===== config.mk =====
export PLATFORM = sky130hd
export DESIGN_NAME = alien_order_topological_sort
export DESIGN_NICKNAME = d
export VERILOG_FILES = /design/src/design/aots_pkg.sv /design/src/design/aots_ctrl.sv /design/src/design/aots_dp.sv /design/src/design/alien_order_topological_sort.sv
export SDC_FILE = /design/constraint.sdc
export NUM_CORES = 2
export LEC_CHECK = 0
export BUFFER_PORTS_ARGS = -buffer_cell sky130_fd_sc_hd__buf_2
export CAP_MARGIN = 25
export CORE_MARGIN = 5
export CORE_UTILIZATION = 35
export DETAILED_ROUTE_END_ITERATION = 12
export HOLD_SLACK_MARGIN = 0.06
export PLACE_DENSITY = 0.5
export SETUP_SLACK_MARGIN = 0.02
export SLEW_MARGIN = 5
export SYNTH_ARGS = -nofsm -noshare
export SYNTH_HDL_FRONTEND = slang
export SYNTH_SLANG_ARGS = --single-unit

===== constraint.sdc =====
create_clock -name clk -period 10.8 [get_ports clk]
set_clock_uncertainty 0.05 [all_clocks]
set_input_delay 1.08 -clock clk [delete_from_list [all_inputs] [get_ports clk]]
set_output_delay 1.08 -clock clk [all_outputs]
set_load 0.02 [all_outputs]

===== src/design/aots_pkg.sv =====
// Package for the alien order sorter: word types, controller states and
// the command/status structs between controller and datapath. No dependencies.
package aots_pkg;

	typedef struct packed {
		logic [4:0] symbol;
		logic       word_end;
		logic       list_end;
	} in_word_t;

	typedef struct packed {
		logic [4:0] letter;
		logic       last_of_order;
		logic       order_empty;
	} out_word_t;

	typedef enum logic [1:0] {
		ST_IDLE,
		ST_COUNT,
		ST_SORT
	} state_t;

	typedef struct packed {
		logic take;       // accept one input word
		logic cnt_step;   // add one matrix row into the predecessor counts
		logic sort_step;  // pick one ready letter
		logic clear;      // wipe all per-list state
	} cmd_t;

	typedef struct packed {
		logic row_last;   // counting is at the final row
		logic any_ready;  // some letter is ready to be emitted
	} stat_t;

	localparam int LETTERS = 32;

endpackage


===== src/design/aots_ctrl.sv =====
// Controller state machine for the alien order sorter.
// Depends on aots_pkg for the state enum and the command/status structs.
module aots_ctrl (
	input  logic          clk,
	input  logic          arst_n,
	input  logic          start,
	input  logic          list_fin,
	input  aots_pkg::stat_t st,
	output aots_pkg::cmd_t  cmd,
	output logic          busy
);
	import aots_pkg::*;

	state_t state_q, state_nxt;

	always_ff @(posedge clk or negedge arst_n) begin
		if (!arst_n) begin
			state_q <= ST_IDLE;
		end else begin
			state_q <= state_nxt;
		end
	end

	always_comb begin
		state_nxt = state_q;
		cmd = '0;
		busy = 1'b1;
		case (state_q)
			ST_IDLE: begin
				busy = 1'b0;
				if (start) begin
					cmd.take = 1'b1;
					if (list_fin) state_nxt = ST_COUNT;
				end
			end
			ST_COUNT: begin
				cmd.cnt_step = 1'b1;
				if (st.row_last) state_nxt = ST_SORT;
			end
			ST_SORT: begin
				cmd.sort_step = 1'b1;
				if (!st.any_ready) begin
					cmd.clear = 1'b1;
					state_nxt = ST_IDLE;
				end
			end
			default: begin
				state_nxt = ST_IDLE;
			end
		endcase
	end

endmodule


===== src/design/aots_dp.sv =====
// Datapath of the alien order sorter: word history memory, precedence
// matrix, predecessor counters and result register. Depends on aots_pkg.
module aots_dp #(
	parameter int ALPHABET     = 32,
	parameter int MAX_WORD_LEN = 64
) (
	input  logic               clk,
	input  logic               arst_n,
	input  aots_pkg::cmd_t     cmd,
	input  aots_pkg::in_word_t item,
	output aots_pkg::stat_t    st,
	output aots_pkg::out_word_t result,
	output logic               strobe
);
	import aots_pkg::*;

	localparam int PW = $clog2(MAX_WORD_LEN + 1);
	localparam int AW = (MAX_WORD_LEN > 1) ? $clog2(MAX_WORD_LEN) : 1;

	logic [4:0]       hist_mem [MAX_WORD_LEN];
	logic [4:0]       prev_q;
	logic [PW-1:0]    pos_q, plen_q, pos_inc, rd_pos;
	logic [AW-1:0]    rd_addr, wr_addr;
	logic             div_q, first_q;
	logic [LETTERS-1:0] mat_q [LETTERS];
	logic [LETTERS-1:0] present_q, emitted_q, ready, row;
	logic [5:0]       cnt_q [LETTERS];
	logic [4:0]       row_q, pick, row_addr, pick_q;
	logic             have_q, pos_ok, sym_ok, prev_ok, cmp_en, any;
	out_word_t        result_q;
	logic             strobe_q;

	assign pos_ok  = pos_q < PW'(MAX_WORD_LEN);
	assign sym_ok  = {2'b00, item.symbol} < 7'(ALPHABET);
	assign prev_ok = {2'b00, prev_q} < 7'(ALPHABET);
	assign pos_inc = pos_ok ? pos_q + 1'b1 : pos_q;
	assign wr_addr = pos_q[AW-1:0];
	assign cmp_en  = cmd.take && pos_ok && !first_q && !div_q && (pos_q < plen_q)
		&& (prev_q != item.symbol);

	// The history is read one position ahead so the stored letter is ready
	// when the next word arrives.
	always_comb begin
		rd_pos = pos_q;
		if (cmd.take) rd_pos = item.word_end ? '0 : pos_inc;
		rd_addr = (rd_pos < PW'(MAX_WORD_LEN)) ? rd_pos[AW-1:0] : '0;
	end

	always_ff @(posedge clk) begin
		if (cmd.take && pos_ok) hist_mem[wr_addr] <= item.symbol;
		if (cmd.take && pos_ok && wr_addr == rd_addr) prev_q <= item.symbol;
		else prev_q <= hist_mem[rd_addr];
	end

	always_comb begin
		ready = '0;
		pick = '0;
		for (int v = 0; v < LETTERS; v++) begin
			ready[v] = present_q[v] && !emitted_q[v] && (cnt_q[v] == '0);
			if (ready[v]) pick = 5'(v);
		end
		any = |ready;
		row_addr = cmd.cnt_step ? row_q : pick;
		row = mat_q[row_addr];
	end

	assign st.any_ready = any;
	assign st.row_last  = row_q == 5'(LETTERS - 1);

	always_ff @(posedge clk or negedge arst_n) begin
		if (!arst_n) begin
			pos_q <= '0;
			plen_q <= '0;
			div_q <= 1'b0;
			first_q <= 1'b1;
			present_q <= '0;
			emitted_q <= '0;
			row_q <= '0;
			have_q <= 1'b0;
			pick_q <= '0;
			for (int i = 0; i < LETTERS; i++) begin
				mat_q[i] <= '0;
				cnt_q[i] <= '0;
			end
		end else if (cmd.clear) begin
			pos_q <= '0;
			plen_q <= '0;
			div_q <= 1'b0;
			first_q <= 1'b1;
			present_q <= '0;
			emitted_q <= '0;
			row_q <= '0;
			have_q <= 1'b0;
			for (int i = 0; i < LETTERS; i++) begin
				mat_q[i] <= '0;
				cnt_q[i] <= '0;
			end
		end else begin
			if (cmd.take) begin
				if (pos_ok && first_q && pos_q == '0 && sym_ok)
					present_q[item.symbol] <= 1'b1;
				if (cmp_en) begin
					div_q <= 1'b1;
					if (prev_ok && sym_ok) begin
						mat_q[prev_q][item.symbol] <= 1'b1;
						present_q[prev_q] <= 1'b1;
						present_q[item.symbol] <= 1'b1;
					end
				end
				pos_q <= pos_inc;
				if (item.word_end) begin
					plen_q <= pos_inc;
					pos_q <= '0;
					div_q <= 1'b0;
					first_q <= 1'b0;
				end
			end
			if (cmd.cnt_step) begin
				row_q <= row_q + 1'b1;
				if (present_q[row_q]) begin
					for (int v = 0; v < LETTERS; v++)
						if (row[v]) cnt_q[v] <= cnt_q[v] + 1'b1;
				end
			end
			if (cmd.sort_step && any) begin
				emitted_q[pick] <= 1'b1;
				pick_q <= pick;
				have_q <= 1'b1;
				for (int v = 0; v < LETTERS; v++)
					if (row[v] && cnt_q[v] != '0) cnt_q[v] <= cnt_q[v] - 1'b1;
			end
		end
	end

	// A pick is held in pick_q and shown through result_q, once it is known whether another follows.
	always_ff @(posedge clk or negedge arst_n) begin
		if (!arst_n) begin
			strobe_q <= 1'b0;
		end else begin
			strobe_q <= cmd.sort_step && (have_q || !any);
		end
	end

	always_ff @(posedge clk) begin
		result_q.letter        <= have_q ? pick_q : '0;
		result_q.last_of_order <= !any;
		result_q.order_empty   <= !any && !have_q;
	end

	assign result = result_q;
	assign strobe = strobe_q;

endmodule


===== src/design/alien_order_topological_sort.sv =====
// Top level of the alien order sorter: controller plus datapath.
// Depends on aots_pkg, aots_ctrl and aots_dp.
//
//  channel | ports                 | handshake
//  input   | item (in_word_t)      | taken when start=1 and busy=0
//  result  | result (out_word_t)   | valid for one cycle while strobe=1
//
// Each input word is taken in one cycle, back to back, while busy is low.
// After the list end word, the controller walks every matrix row to build
// predecessor counts, then picks ready letters until none is left; busy stays
// high until the last result appears. Each pick passes via pick_q into result_q.
// Reset spares the history, prev_q and result_q; the result side cannot stall.
module alien_order_topological_sort #(
	parameter int ALPHABET     = 32,
	parameter int MAX_WORD_LEN = 64
) (
	input  logic                clk,
	input  logic                arst_n,
	input  logic                start,
	output logic                busy,
	input  aots_pkg::in_word_t  item,
	output aots_pkg::out_word_t result,
	output logic                strobe
);
	import aots_pkg::*;

	cmd_t  cmd;
	stat_t st;

	aots_ctrl u_ctrl (
		.clk      (clk),
		.arst_n   (arst_n),
		.start    (start),
		.list_fin (item.word_end & item.list_end),
		.st       (st),
		.cmd      (cmd),
		.busy     (busy)
	);

	aots_dp #(
		.ALPHABET     (ALPHABET),
		.MAX_WORD_LEN (MAX_WORD_LEN)
	) u_dp (
		.clk    (clk),
		.arst_n (arst_n),
		.cmd    (cmd),
		.item   (item),
		.st     (st),
		.result (result),
		.strobe (strobe)
	);

endmodule

==> results.cfg <==
[worst_setup_path]
arrival_ns = 8.26
cp.required_ns = 11.47
cp_max_fo = 121
endpoint_kind = register
criticalPathCategory = reg -> reg
start_kind = register

[finish]
drive_gt1_frac = 0.1043
area_growth_pct = 11.67
multi_input_area_sq_um = 33980
register_area_sq_um = 42660
fin_cells = 10910
layout.nets = 7857
fin_util = 0.3931
n_fill_cell = 22160

[synth]
synthFlopType = dfrtp_1
syn_area_sq_um = 79230
ys_warn_count = 0
synth_edf_count = 320
avgSynthCellArea_sq_um = 9.834
yosysTopAreaCell = dfrtp_1
ys_ff_latch = 1643
synthTopCellsByArea = dfrtp_1 41%, edfxtp_1 12%, a21oi_1 7.9%
synth_nets = 8147
async_flop_share = 0.7973
postSynthCellCount = 8057
synth_cell_types = 102
synth_top_cell_area_share = 0.4134
synth-seq-area-share = 0.5383

[route]
drc_errors = 0
vias = 63450
wire_per_inst_um = 25.96
routed_wirelength_mm = 283.3
antenna_left = 0
dr.pass1.iters = 6
first_iter_violations = 7132
via_per_inst = 5.814

[die]
die-area_sq_um = 236000
die_w_um = 485.8
start_util = 0.3520
core_region_area_sq_um = 225100
rows = 174
dieHeight_um = 485.8
io_pins = 19

[placement]
place_inst = 10570
dp_hpwl_mm = 166.2
portBuffers = 18
place_congestion = 0.8377

[clocking]
post_cts_resized = 0
cts.sinks = 1643
cts-buffers-inserted = 182
cts_max_level = 4
post_cts_buffers = 0
cts_tree = done
cts_buffer_depth = 3
postCtsHoldBufs = 0
path_clk_slew_ns = 0.06
clk_latency_ns = 0.83
root_buffer = clkbuf_16

[flow_run]
maxCapViolCount = 0

[grt]
grt_usage = 0.2331
grt_antenna_before_repair = 10
grt_pass1_vias = 60770
grt_pass1_wl_mm = 417.8
grt.overflow.total = 0
grt_max_degree = 200

[sta]
setup_tns_ns = 0
finalCriticalPeriod_ns = 7.597
whs_ns = 0.1823
final_hold_viol_count = 0
setup_viol = 0
rsz0062_at_grt = false
tightest_slew_ns = 1.139
post-route-period-util = 0.7034
maxSlewViolCount = 0
max_freq_ghz = 0.1316
max_slew_margin = 0.2385

[worst_hold_path]
hold_class = in -> async

[outcome]
status = finished clean

[power]
power.density_nw_per_um2 = 251.6
p_leak_nw = 38.24
vdd_drop_max_mv = 0.3084
[cell type report]
class,count,area share
timing repair buffer,210,0.02001
sequential,1643,0.4822
clock buffer,268,0.05896
clock inverter,66,0.008527
inverter,91,0.003860
antenna,4,0.0001131
multi-input combinational,5639,0.3841
tap,2992,0.04231
[path summary, 6_finish.rpt]
kind | cells after the start | endpoint | from | slack [ns]
hold / removal | 1 | u_dp.cnt_q[102] | arst_n | 0.18
hold reg to reg | 1 | u_dp.cnt_q[17] | u_dp.cnt_q[17] | 0.43
min in group clk | 1 | u_dp.cnt_q[17] | u_dp.cnt_q[17] | 0.43
setup reg to reg | 18 | u_dp.cnt_q[79] | u_dp.cnt_q[25] | 3.20
setup / recovery | 18 | u_dp.cnt_q[79] | u_dp.cnt_q[25] | 3.20
max in group asynchronous | 3 | u_dp.mat_q[492] | arst_n | 8.21
[metal layers]
layer	up-vias	wire length, um	track usage
met3	515	20000	0.03900
li1	28070	-	-
met2	2460	126700	0.3572
met1	32400	125100	0.3319
met5	-	0	0
met4	0	11470	0.08821
[registers in the layout, summed over array words and instances, names as in the netlist, 2 cells and up, named ones only]
name	flops
u_dp.hist_mem	320
u_dp.pick_q	5
u_dp.pos_q	7
u_dp.result	7
u_ctrl.state_q	2
u_dp.emitted_q	32
u_dp.cnt_q	192
u_dp.row_q	5
u_dp.present_q	32
u_dp.plen_q	7
u_dp.mat_q	1024
[cell usage after synthesis, types with 16 or more instances]
library cell and instances:
and3_1 50, dfrtp_1 1309, buf_2 115, or3_1 81
a22oi_1 42, a21oi_1 1257, clkbuf_1 477, o22ai_1 65
nor2_1 1379, and2_1 17, nand2_1 642, or2_2 18
or4_1 37, mux4_2 128, edfxtp_1 320, nor2b_1 40
mux2_2 50, a21o_1 36, nand2b_1 40, xnor2_1 51
nand3_1 235, nand4_1 76, mux2i_1 338, buf_1 45
a31oi_1 125, nor3b_1 62, nand3b_1 16, ha_1 80
o21ai_0 243, buf_4 29, nor3_1 100, a22o_1 17
inv_1 89, o211ai_1 129, a211oi_1 33, o2111ai_1 22
nor4_1 34
[kinds of logic after synthesis]
| family | count (synthesis) | share of synthesized area |
|---|---|---|
| AOI/OAI and AO/OA | 2091 | 0.1511 |
| and+or+nand+nor | 2888 | 0.1633 |
| xor gates and xnor gates | 62 | 0.006853 |
| DFF | 1643 | 0.5383 |
| adders and majority gates | 80 | 0.01263 |
| buffers and inverters | 775 | 0.04137 |
| muxes | 518 | 0.08652 |
[layout by cell type (no fill, tap or decap), types with 129 or more instances in the layout]
| master | instances |
|---|---|
| o21ai_0 | 243 |
| nand3_1 | 232 |
| nand2_1 | 637 |
| o211ai_1 | 129 |
| clkbuf_16 | 182 |
| mux2i_1 | 338 |
| dfrtp_1 | 1308 |
| a21oi_1 | 1257 |
| edfxtp_1 | 320 |
| nor2_1 | 1340 |
| buf_4 | 171 |
[critical path, stage by stage, from the launching register on]
cell      delay [ns]
dfrtp_1         0.40
inv_1           0.13
ha_1            0.20
or3b_2          0.48
or4_1           0.56
o21ai_1         0.19
a211o_2         0.26
a211oi_4        0.05
buf_4           0.15
or2_4           0.52
o21ai_4         0.71
buf_12          0.61
buf_4           0.82
mux2i_1         0.27
o22ai_1         0.10
a211oi_1        0.30
nand4_1         0.64
mux2_2          0.52
a31oi_1         0.13
[power breakdown]
group | switching [W] | internal (W)
logic | 0.00667 | 0.00227
clock network | 0.00265 | 0.00366
registers | 0.000411 | 0.00661
[through the flow]
step / cell area (sq um) / setup WS, ns / total power, W
6_report: 88480 / 3.203 / 0.02226
5_1_grt: 88480 / 2.965 / 0.02301
4_1_cts: 88380 / 3.303 / 0.02230
3_5_place_dp: 82410 / 3.309 / 0.01594
3_3_place_gp: 82370 / 3.361 / 0.01588
2_1_floorplan: 79230 / 6.175 / 0.01213
Power figures use the tool's default switching activity.
